`src/hw/rtl/swlr_pkg.sv`:
```
`default_nettype none
// ----------------------------------------------------------------------------
// swlr_pkg
// Shared constants and types for the sliding window loss rate block.
// ----------------------------------------------------------------------------
package swlr_pkg;

  // outcomes kept in the window
  localparam int WINDOW     = 32;
  localparam int SLOT_W     = (WINDOW > 1) ? $clog2(WINDOW) : 1;
  localparam int CNT_W      = $clog2(WINDOW + 1);

  // fixed field widths of the stream payload
  localparam int RTT_W      = 12;
  localparam int LOSS_W     = 15;
  localparam int CNT_OUT_W  = 6;
  localparam int S_DATA_W   = 16;
  localparam int M_DATA_W   = 40;

  // 100 percent in q8
  localparam int LOSS_SCALE = 25600;

  // divider operand widths: quotient never exceeds LOSS_SCALE
  localparam int NUM_W      = CNT_W + LOSS_W;
  localparam int STEP_W     = $clog2(NUM_W + 1);

  // input command codes
  localparam logic FUNC_RECORD = 1'b0;
  localparam logic FUNC_CLEAR  = 1'b1;

  // divider status seen by the sequencer
  typedef struct packed {
    logic busy;
    logic done;
  } div_status_t;

  // sequencer states
  typedef enum logic [3:0] {
    S_IDLE = 4'b0001,
    S_LOAD = 4'b0010,
    S_DIV  = 4'b0100,
    S_HOLD = 4'b1000
  } seq_state_t;

endpackage
`default_nettype wire

```
`src/hw/rtl/swlr_window.sv`:
```
`default_nettype none
// ----------------------------------------------------------------------------
// swlr_window
// Outcome ring, write slot, sample and failure counts and latest good RTT.
// ----------------------------------------------------------------------------
module swlr_window
  import swlr_pkg::*;
(
  input  wire logic             clk,
  input  wire logic             rst,
  input  wire logic             accept,
  input  wire logic             func,
  input  wire logic             probe_ok,
  input  wire logic [RTT_W-1:0] rtt_ms,
  output logic      [CNT_W-1:0] samples,
  output logic      [CNT_W-1:0] fails,
  output logic      [RTT_W-1:0] latest_rtt
);

  logic [WINDOW-1:0] ring;
  logic [SLOT_W-1:0] slot;
  logic [SLOT_W-1:0] slot_next;
  logic [CNT_W-1:0]  fails_next;
  logic              full;

  // window full once samples reach the window size
  assign full = (samples == CNT_W'(WINDOW));

  // slot advance with wrap
  assign slot_next = (slot == SLOT_W'(WINDOW - 1)) ? '0 : slot + 1'b1;

  // leaving outcome out, new outcome in
  always_comb begin
    fails_next = fails;
    if (full && !ring[slot] && (fails != '0)) begin
      fails_next = fails_next - 1'b1;
    end
    if (!probe_ok) begin
      fails_next = fails_next + 1'b1;
    end
  end

  // ring storage, no reset
  always_ff @(posedge clk) begin
    if (accept && (func == FUNC_RECORD)) begin
      ring[slot] <= probe_ok;
    end
  end

  // counters and rtt
  always_ff @(posedge clk) begin
    if (rst) begin
      slot       <= '0;
      samples    <= '0;
      fails      <= '0;
      latest_rtt <= '0;
    end else if (accept) begin
      if (func == FUNC_CLEAR) begin
        slot    <= '0;
        samples <= '0;
        fails   <= '0;
      end else begin
        slot  <= slot_next;
        fails <= fails_next;
        if (!full) begin
          samples <= samples + 1'b1;
        end
        if (probe_ok) begin
          latest_rtt <= rtt_ms;
        end
      end
    end
  end

endmodule
`default_nettype wire

```
`src/hw/rtl/swlr_div.sv`:
```
`default_nettype none
// ----------------------------------------------------------------------------
// swlr_div
// Restoring divider, one quotient bit per cycle through a shared subtractor.
// ----------------------------------------------------------------------------
module swlr_div
  import swlr_pkg::*;
(
  input  wire logic             clk,
  input  wire logic             rst,
  input  wire logic             start,
  input  wire logic [NUM_W-1:0] dividend,
  input  wire logic [CNT_W-1:0] divisor,
  output div_status_t           status,
  output logic      [NUM_W-1:0] quotient
);

  logic [CNT_W-1:0]  rem;
  logic [CNT_W-1:0]  dvs;
  logic [STEP_W-1:0] step;
  logic [CNT_W:0]    trial;
  logic [CNT_W:0]    diff;
  logic              take;

  // shared compare and subtract
  assign trial = {rem, quotient[NUM_W-1]};
  assign diff  = trial - {1'b0, dvs};
  assign take  = (trial >= {1'b0, dvs});

  // control
  always_ff @(posedge clk) begin
    if (rst) begin
      status <= '0;
      step   <= '0;
    end else begin
      status.done <= 1'b0;
      if (start) begin
        status.busy <= 1'b1;
        step        <= '0;
      end else if (status.busy) begin
        step <= step + 1'b1;
        if (step == STEP_W'(NUM_W - 1)) begin
          status.busy <= 1'b0;
          status.done <= 1'b1;
        end
      end
    end
  end

  // datapath
  always_ff @(posedge clk) begin
    if (start) begin
      rem      <= '0;
      dvs      <= divisor;
      quotient <= dividend;
    end else if (status.busy) begin
      rem      <= take ? diff[CNT_W-1:0] : trial[CNT_W-1:0];
      quotient <= {quotient[NUM_W-2:0], take};
    end
  end

endmodule
`default_nettype wire

```
`src/hw/rtl/sliding_window_loss_rate.sv`:
```
`default_nettype none
// ----------------------------------------------------------------------------
// sliding_window_loss_rate
// Probe loss percentage over a sliding window of outcomes, with latest RTT.
// ----------------------------------------------------------------------------
//  channel   dir  fields (lowest bit first)
//  s_axis    in   tuser: func; tdata: probe_ok, rtt_ms
//  m_axis    out  tdata: loss_pct_q8, last_rtt_ms, sample_count, fail_count
//
//  The window updates on the accepting edge; the sequencer then loads the
//  divider, the fail-by-count restoring divider works out the quotient bit
//  by bit, and the result goes into the output register. A new item is
//  taken only once the result has left the sequencer, which happens as soon
//  as the output register is free.
//  Reset is synchronous; ring contents are not cleared, counts are.
//  A result waits in the output register; a stalled output holds the next
//  result in the sequencer until the register frees.
// ----------------------------------------------------------------------------
module sliding_window_loss_rate
  import swlr_pkg::*;
(
  input  wire logic                clk,
  input  wire logic                rst,
  input  wire logic                s_tvalid,
  output logic                     s_tready,
  input  wire logic [S_DATA_W-1:0] s_tdata,   // probe_ok, rtt_ms, zero pad
  input  wire logic                s_tuser,   // func
  output logic                     m_tvalid,
  input  wire logic                m_tready,
  output logic      [M_DATA_W-1:0] m_tdata    // loss_pct_q8, last_rtt_ms,
                                              // sample_count, fail_count, pad
);

  seq_state_t       state;
  seq_state_t       state_next;
  logic             accept;
  logic             out_free;
  logic             div_start;
  div_status_t      div_stat;
  logic [NUM_W-1:0] quotient;
  logic [NUM_W-1:0] dividend;
  logic [CNT_W-1:0] samples;
  logic [CNT_W-1:0] fails;
  logic [RTT_W-1:0] latest_rtt;
  logic [LOSS_W-1:0] loss;
  logic [31:0]      samples_wide;
  logic [31:0]      fails_wide;

  assign s_tready  = (state == S_IDLE);
  assign accept    = s_tvalid && s_tready;
  assign out_free  = !m_tvalid || m_tready;
  assign div_start = (state == S_LOAD);

  // window state
  swlr_window u_window (
    .clk        (clk),
    .rst        (rst),
    .accept     (accept),
    .func       (s_tuser),
    .probe_ok   (s_tdata[0]),
    .rtt_ms     (s_tdata[RTT_W:1]),
    .samples    (samples),
    .fails      (fails),
    .latest_rtt (latest_rtt)
  );

  // scaled failure count
  assign dividend = NUM_W'(fails) * NUM_W'(LOSS_SCALE);

  // shared divider
  swlr_div u_div (
    .clk      (clk),
    .rst      (rst),
    .start    (div_start),
    .dividend (dividend),
    .divisor  (samples),
    .status   (div_stat),
    .quotient (quotient)
  );

  // sequencer
  always_comb begin
    state_next = state;
    unique case (state)
      S_IDLE: if (accept) state_next = S_LOAD;
      S_LOAD: state_next = S_DIV;
      S_DIV: begin
        if (div_stat.done) state_next = out_free ? S_IDLE : S_HOLD;
      end
      S_HOLD: if (out_free) state_next = S_IDLE;
      default: state_next = S_IDLE;
    endcase
  end

  always_ff @(posedge clk) begin
    if (rst) begin
      state <= S_IDLE;
    end else begin
      state <= state_next;
    end
  end

  // loss, zero for an empty window
  assign loss = (samples == '0) ? '0 : quotient[LOSS_W-1:0];

  assign samples_wide = 32'(samples);
  assign fails_wide   = 32'(fails);

  // output register
  always_ff @(posedge clk) begin
    if (rst) begin
      m_tvalid <= 1'b0;
    end else if (((state == S_DIV) && div_stat.done && out_free) ||
                 ((state == S_HOLD) && out_free)) begin
      m_tvalid <= 1'b1;
    end else if (m_tready) begin
      m_tvalid <= 1'b0;
    end
  end

  always_ff @(posedge clk) begin
    if (((state == S_DIV) && div_stat.done && out_free) ||
        ((state == S_HOLD) && out_free)) begin
      m_tdata <= {1'b0, fails_wide[CNT_OUT_W-1:0], samples_wide[CNT_OUT_W-1:0],
                  latest_rtt, loss};
    end
  end

`ifndef NO_ASSERTIONS
  // window counts stay consistent
  a_fails_le_samples: assert property (@(posedge clk) disable iff (rst)
    fails <= samples)
    else $error("fail count above sample count");

  a_samples_le_window: assert property (@(posedge clk) disable iff (rst)
    samples <= CNT_W'(WINDOW))
    else $error("sample count above window");

  // divider idle whenever a new item may enter
  a_ready_div_idle: assert property (@(posedge clk) disable iff (rst)
    s_tready |-> !div_stat.busy)
    else $error("item accepted while divider busy");

  // every accepted item starts a division next cycle
  a_accept_load: assert property (@(posedge clk) disable iff (rst)
    accept |=> (state == S_LOAD))
    else $error("accepted item did not reach divider load");

  // loss never exceeds one hundred percent
  a_loss_range: assert property (@(posedge clk) disable iff (rst)
    m_tvalid |-> (m_tdata[LOSS_W-1:0] <= LOSS_W'(LOSS_SCALE)))
    else $error("loss above one hundred percent");
`endif

endmodule
`default_nettype wire

```
`config.mk`:
```
export PLATFORM = sky130hd
export DESIGN_NAME = sliding_window_loss_rate
export DESIGN_NICKNAME = d
export VERILOG_FILES = /design/src/hw/rtl/swlr_pkg.sv /design/src/hw/rtl/swlr_window.sv /design/src/hw/rtl/swlr_div.sv /design/src/hw/rtl/sliding_window_loss_rate.sv
export SDC_FILE = /design/constraint.sdc
export NUM_CORES = 1
export LEC_CHECK = 0
export ABC_AREA = 1
export BUFFER_PORTS_ARGS = -buffer_cell sky130_fd_sc_hd__buf_4
export CAP_MARGIN = 20
export CORE_UTILIZATION = 40
export CTS_BUF_LIST = sky130_fd_sc_hd__clkbuf_8 sky130_fd_sc_hd__clkbuf_16
export CTS_CLUSTER_SIZE = 25
export DETAILED_ROUTE_END_ITERATION = 12
export SKIP_CTS_REPAIR_TIMING = 1
export SYNTH_ARGS = -nofsm -noshare
export SYNTH_HDL_FRONTEND = slang
export SYNTH_SLANG_ARGS = --single-unit
export TNS_END_PERCENT = 30
```
`constraint.sdc`:
```
create_clock -name clk -period 3.7 [get_ports clk]
set_clock_uncertainty 0.2 [all_clocks]
set_input_delay 0.37 -clock clk [delete_from_list [all_inputs] [get_ports clk]]
set_output_delay 0.37 -clock clk [all_outputs]
set_load 0.03 [all_outputs]
```
==> results by group, run 1 <==
Clock network
  • Clock root cell: clkbuf_16
  • Clock latency on the worst-skew pair: 0.42 ns
  • Clock tree buffer depth: 2
  • Num CTS Buffers: 17
  • Clock sink total: 145
  • Clock Pin Slew Worst Setup and Hold Paths: 0.06 ns
  • CTS tree: yes
  • CTS HTree Levels: 4

Final layout
  • Register area: 3784 um^2
  • Share of cells above drive strength 1: 0.1581
  • Syn-to-layout area delta: 17.88%
  • Commonest cells after routing, fill and taps aside: nand2_1 (127), inv_1 (121), nor2_1 (88), edfxtp_1 (88), buf_4 (66)
  • Final nets: 892
  • Commonest non-fill, non-tap cell in the layout: nand2_1
  • Multi-input gate area: 2669 um^2
  • Fill count: 1649
  • # diodes: 0

Synthesis
  • Part of the Yosys area used for sequential elements: 0.5354
  • Synth Net Count: 818
  • Synthesis-stage register bit count: 145
  • Cell taking the most area after synthesis: edfxtp_1
  • Synth Instances: 748
  • Post-synth cell types: 47
  • Ys Warns: 0
  • Area share of the largest cell type after synthesis: 0.3739
  • Average cell area after synthesis: 9.448 um^2
  • Top post-synthesis cells by area: edfxtp_1 (37%), dfxtp_1 (16%), ha_1 (8.3%)
  • Mapped cell area: 7067 um^2

Worst setup path
  • Worst Path Max Fanout: 6
  • Worst R2R End: u_div.quotient[20]
  • Startpoint Class: register
  • Worst reg2reg path depth: 16
  • R2r startpoint: u_window.fails[2]
  • Setup crit end: u_div.quotient[20]
  • CP Capture Type: register
  • Reg2Reg Setup Slack: 0.31 ns
  • CP Launch Point: u_window.fails[2]
  • Worst path required time: 3.68 ns
  • Type of the worst setup path: register to register
  • CP Data Arrival Time: 3.38 ns

Status
  • Failing checks: hold timing
  • Status: complete, but fails checks

Place
  • IO buf count: 58
  • Post-DP HPWL: 9401 um
  • Routability cong.: 0.7662

Timing
  • Tmin final: 3.393 ns
  • F_max: 294.8 MHz
  • Final worst-path cycle share: 0.9169
  • Setup TNS Final: 0 ns
  • Measured slew at the worst slew-check pin: 0.6787 ns
  • Hold WS: -0.01141 ns
  • Slew HR: 0.5462
  • Final Setup Violations: 0
  • Setup repair after global routing missed its margin: false
  • Max Slew Vio Count: 0
  • Hold Violations, Final: 4

Floorplanning
  • Die area: 18200 um^2
  • Die height: 134.9 um
  • Die width: 134.9 um
  • Core Box Area: 17300 um^2
  • FP Rows: 48
  • Starting density of the core: 0.4086
  • Top-Level Pins: 63

Route
  • Detail Route Antenna Nets: 0
  • Avg WL per Cell: 13.17 um
  • DR vias/cell: 4.736
  • DRC Markers: 0
  • Vias: 5020
  • Routed wire length: 13960 um
  • Initial DRC Count: 304
  • DRT Pass-1 Iters: 5

Global route
  • Antenna violations before repair: 0
  • First-pass GRT wire length: 23420 um
  • Total Routing Usage GR: 0.1654
  • Largest net degree at the start of global routing: 38
  • Remaining Overflow, GRT: 0
  • Number of global-route vias before repair: 4832

Run
  • Max Cap Violations: 0

Pwr
  • Power per cell area: 473.5 nW/um^2
  • Pleak: 3.658 nW
  • Worst IR Drop VDD: 0.3406 mV
  • Final Power: 3.944 mW

Min path
  • Worst min-delay path class: primary input to register
power by group:
part	internal (mW)	switching [mW]	total, mW
clock network	0.916	0.666	1.58
registers	1.80	0.0542	1.86
logic	0.178	0.328	0.506
total	2.90	1.05	3.94
worst min-delay path by stage:
stage,startpoint,to,slack (ns),depth (start not counted)
finish,s_tdata[6],u_window.latest_rtt[5],-0.01,3
global placement,u_window.latest_rtt[2],m_tdata[17],0.20,0
CTS,s_tdata[9],u_window.latest_rtt[8],-0.04,3
global route,s_tdata[6],u_window.latest_rtt[5],0.004,3
detailed placement,u_window.latest_rtt[1],m_tdata[16],0.21,0
floorplan,u_window.latest_rtt[0],m_tdata[15],0.20,0
worst max-delay path, stage by stage (launching register included):
cell and delay (ns):
dfxtp_1 0.44, inv_1 0.16, ha_1 0.30, ha_1 0.30, ha_1 0.32, inv_1 0.07
fa_1 0.45, inv_1 0.07, a21oi_1 0.05, o21ai_0 0.19, nand2_1 0.07, inv_1 0.07
nor2_1 0.04, nor2_1 0.08, nor2_1 0.05, xor2_1 0.13, a22o_1 0.17
per-stage QoR:
stage                     std cells  instance area (um^2)  setup slack (ns)    util  hold slack [ns]
final                          1060                  8330            0.3074  0.4816         -0.01141
after CTS                      1052                  8250            0.3034  0.4770         -0.04183
after detailed placement       1020                  7702            0.3207  0.4453           0.2083
after floorplan                 748                  7067            0.5087       -           0.2030
after global placement         1020                  7702            0.3379  0.4453           0.2047
after global routing           1060                  8330           0.04556  0.4816         0.003721
synthesized netlist by cell type, drive strengths merged:
master / count
nand2: 145
inv: 124
nor2: 94
edfxtp: 88
dfxtp: 57
ha: 47
o21ai: 43
a21oi: 29
nand3: 29
nor3: 18
clkbuf: 12
nand4: 10
a22oi: 9
xor2: 8
buf: 7
nor3b: 4
xnor2: 4
a22o: 3
fa: 2
nand3b: 2
nor4: 2
a211oi: 1
a21o: 1
a311oi: 1
a32o: 1
a32oi: 1
and2: 1
and3: 1
conb: 1
o211ai: 1
o22ai: 1
or2: 1
kinds of logic after synthesis:
family                   count (synthesis)  synth area share
AO/OA/AOI/OAI                           91           0.07330
XOR/XNOR                                12           0.01487
adder cells (fa/ha/maj)                 49           0.08888
buffers and inverters                  143           0.08888
flip-flops                             145            0.5354
other                                    1         0.0005307
AND/OR/NAND/NOR                        307            0.1981
routing by layer:
metal / GRT usage / part of all wire / up-vias
met2: 0.2784 / 0.48 / 79
met5: 0 / 0 / -
met3: 0.03604 / 0.032 / 17
met4: 0.04869 / 0.011 / 0
met1: 0.2128 / 0.47 / 2333
li1: - / - / 2591
flip-flops by register name, indices dropped and copies added, names as in the netlist:
register and cells:
state 4, m_tvalid 1, u_window.ring 32, u_div.step 5, u_div.quotient 21, u_window.samples 6, u_window.latest_rtt 12, u_div.status 2
m_tdata 39, u_window.slot 5, u_div.rem 6, u_window.fails 6, u_div.dvs 6
layout make-up:
class	instances	share of cell area
Clock buffer	17	0.05107
Tap cell	225	0.03379
Timing Repair Buffer	74	0.06909
Sequential cell	145	0.4542
Multi-Input combinational cell	460	0.3204
Clock inverter	15	0.01472
Inverter	124	0.05677
(Power assumes the default switching activity.)
==> inputs of run 2 (changes only) <==
==> constraint.sdc (replaced) <==
create_clock -name clk -period 3.7 [get_ports clk]
set_clock_uncertainty 0.2 [all_clocks]
set_input_delay 0.925 -clock clk [delete_from_list [all_inputs] [get_ports clk]]
set_output_delay 0.925 -clock clk [all_outputs]
set_load 0.03 [all_outputs]
==> run 2 against run 1 <==
  * The flow now finishes without violations
  * Largest cell class unchanged
  * Critical path type unchanged
  * Largest power group unchanged
  * Combinational power fell by 3%
  * Count of clock-buffer cells in the layout increased by 4
  * Worst setup slack got worse by 0.0042 ns
  * Routed wire length fell by 0.99%
  * Critical path depth unchanged
  * First-iteration DRC count shrank 18%
==> results by group, run 2 (same netlist as run 1, synthesis figures left out) <==
Status
  • Status: completed

Timing
  • Tmin final: 3.397 ns (+0.004174 ns)
  • Final worst slack: 0.3032 ns (-0.004174 ns)
  • Hold Violations, Final: 0 (-4)
  • Measured slew at the worst slew-check pin: 0.8826 ns (+0.2039 ns)
  • F_max: 294.4 MHz (-0.12%)
  • Final Setup Violations: 0 (unchanged)
  • Final worst-path cycle share: 0.9181 (+0.001128)
  • Hold WS: 0.2259 ns (+0.2373 ns)
  • Setup repair after global routing missed its margin: false
  • Max Slew Vio Count: 0 (unchanged)
  • Setup TNS Final: 0 ns (unchanged)
  • Slew HR: 0.4067 (-0.1395)

Clock network
  • Clock sink total: 145 (unchanged)
  • Clock tree buffer depth: 2 (unchanged)
  • Num CTS Buffers: 17 (unchanged)
  • Clock Pin Slew Worst Setup and Hold Paths: 0.06 ns (about the same)
  • Clock root cell: clkbuf_16
  • Clock latency on the worst-skew pair: 0.43 ns (about the same)
  • CTS tree: yes
  • CTS HTree Levels: 4 (unchanged)

Worst setup path
  • Type of the worst setup path: register to register
  • Worst path required time: 3.68 ns (about the same)
  • CP Capture Type: register
  • CP Data Arrival Time: 3.38 ns (about the same)
  • Worst Path Max Fanout: 6 (unchanged)
  • Startpoint Class: register

Global route
  • Total Routing Usage GR: 0.1648 (-0.0006785)
  • Number of global-route vias before repair: 4792 (-0.83%)
  • Largest net degree at the start of global routing: 38 (unchanged)
  • Antenna violations before repair: 0 (unchanged)
  • First-pass GRT wire length: 23110 um (-1.3%)
  • Remaining Overflow, GRT: 0 (unchanged)

Pwr
  • Sw Pwr: 1.037 mW (-1.1%)
  • Seq pwr share: 0.462 (-0.009)
  • Internal power: 2.985 mW (+3.1%)
  • Pleak: 3.679 nW (+0.59%)
  • Worst IR Drop VDD: 0.4317 mV (+27%)
  • Clk network pwr share: 0.416 (+0.015)
  • Sw frac: 0.2578 (-0.007912)
  • Power per cell area: 483.5 nW/um^2 (+2.1%)
  • Comb pwr share: 0.122 (-0.006)
  • Final Power: 4.022 mW (+2.0%)

Route
  • Metal2 WL: 6736 um (-0.43%)
  • Uppermost routed layer: met4
  • DRT Pass-1 Iters: 5 (unchanged)
  • Initial DRC Count: 249 (-18%)
  • DRC Markers: 0 (unchanged)
  • Vias: 4966 (-1.1%)
  • Avg WL per Cell: 13.08 um (-0.71%)
  • Detail Route Antenna Nets: 0 (unchanged)
  • Met1 wire length: 6441 um (-2.4%)
  • DR vias/cell: 4.698 (-0.79%)
  • Routed wire length: 13820 um (-0.99%)
  • Routed wl met3: 477 um (+7.0%)

Final layout
  • Final nets: 889 (-0.34%)
  • Max reg flops: 39 (unchanged)
  • Post-layout utilization of the core: 0.4809 (-0.0007230)
  • # diodes: 0 (unchanged)
  • Syn-to-layout area delta: 17.71%
  • Finished Layout Cells: 1057 (-0.28%)
  • Commonest cells after routing, fill and taps aside: nand2_1 (127), inv_1 (122), nor2_1 (88), edfxtp_1 (88), buf_4 (71)
  • Fill count: 1649 (unchanged)
  • Top reg by flops: m_tdata
  • Top Registers: m_tdata x39, u_window.ring x32, u_div.quotient x21
  • Commonest non-fill, non-tap cell in the layout: nand2_1
  • Share of cells above drive strength 1: 0.1647 (+0.006580)
  • Final Instance Area: 8318 um^2 (-0.15%)

Floorplanning
  • Die area: 18200 um^2 (unchanged)
  • Core Box Area: 17300 um^2 (unchanged)
  • Die height: 134.9 um (unchanged)
  • Die width: 134.9 um (unchanged)
  • Starting density of the core: 0.4086 (unchanged)
  • Top-Level Pins: 63 (unchanged)
  • FP Rows: 48 (unchanged)

Place
  • Placed Area: 7740 um^2 (+0.49%)
  • IO buf count: 58 (unchanged)
  • Post-Place Setup Slack: 0.3311 ns (+0.01042 ns)
  • Routability cong.: 0.7732 (+0.91%)
  • Count of placed standard cells including taps: 1025 (+0.49%)
  • Post-DP HPWL: 9462 um (+0.64%)

Run
  • Max Cap Violations: 0 (unchanged)

Min path
  • Worst min-delay path class: register to register
run 2: cell types whose count changed in the layout (fill, tap and decap cells not counted), sizes merged:
cell         delta
clkinv          -4
inv             +2
dlygate4sd3     -8
clkbuf          +4
clkinvlp        -2
buf             +5
run 2: layer usage:
metal  global-route usage  vias to the layer above
met4              0.05930                        0
li1                     -                     2581
met2               0.2718                       79
met1               0.2065                     2290
met5                    0                        -
met3              0.04505                       16
run 2: final timing paths:
| check | startpoint | to | slack (ns) | cells past startpoint |
|---|---|---|---|---|
| setup / recovery | u_window.fails[2] | u_div.quotient[20] | 0.30 | 16 |
| hold / removal | u_window.latest_rtt[11] | m_tdata[26] | 0.23 | 0 |
| setup reg to reg | u_window.fails[2] | u_div.quotient[20] | 0.30 | 16 |
| hold reg to reg | u_window.latest_rtt[11] | m_tdata[26] | 0.23 | 0 |
run 2: critical path, cell delays in order (launching register included):
cell	delay, ns
dfxtp_1	0.45
inv_1	0.16
ha_1	0.31
ha_1	0.30
ha_1	0.30
inv_1	0.06
fa_1	0.45
inv_1	0.07
a21oi_1	0.05
o21ai_0	0.19
nand2_1	0.07
inv_1	0.07
nor2_1	0.04
nor2_1	0.08
nor2_1	0.05
xor2_1	0.13
a22o_1	0.17
run 2: layout make-up:
cell class,count,area [um^2],area share
sequential,145,3784,0.4549
timing repair buffer,71,533.0,0.06408
inverter,124,473.0,0.05686
clock buffer,21,491.7,0.05912
tap,225,281.5,0.03384
clock inverter,11,86.33,0.01038
multi-input combinational,460,2669,0.3208
run 2: power by group through the flow:
stage | Combinational, mW | Sequential (mW) | Clock (mW)
after floorplan | 0.361 | 1.90 | 0
after global placement | 0.490 | 1.89 | 0
after detailed placement | 0.494 | 1.89 | 0
after CTS | 0.499 | 1.86 | 1.71
after global routing | 0.570 | 1.87 | 1.77
final | 0.492 | 1.86 | 1.67
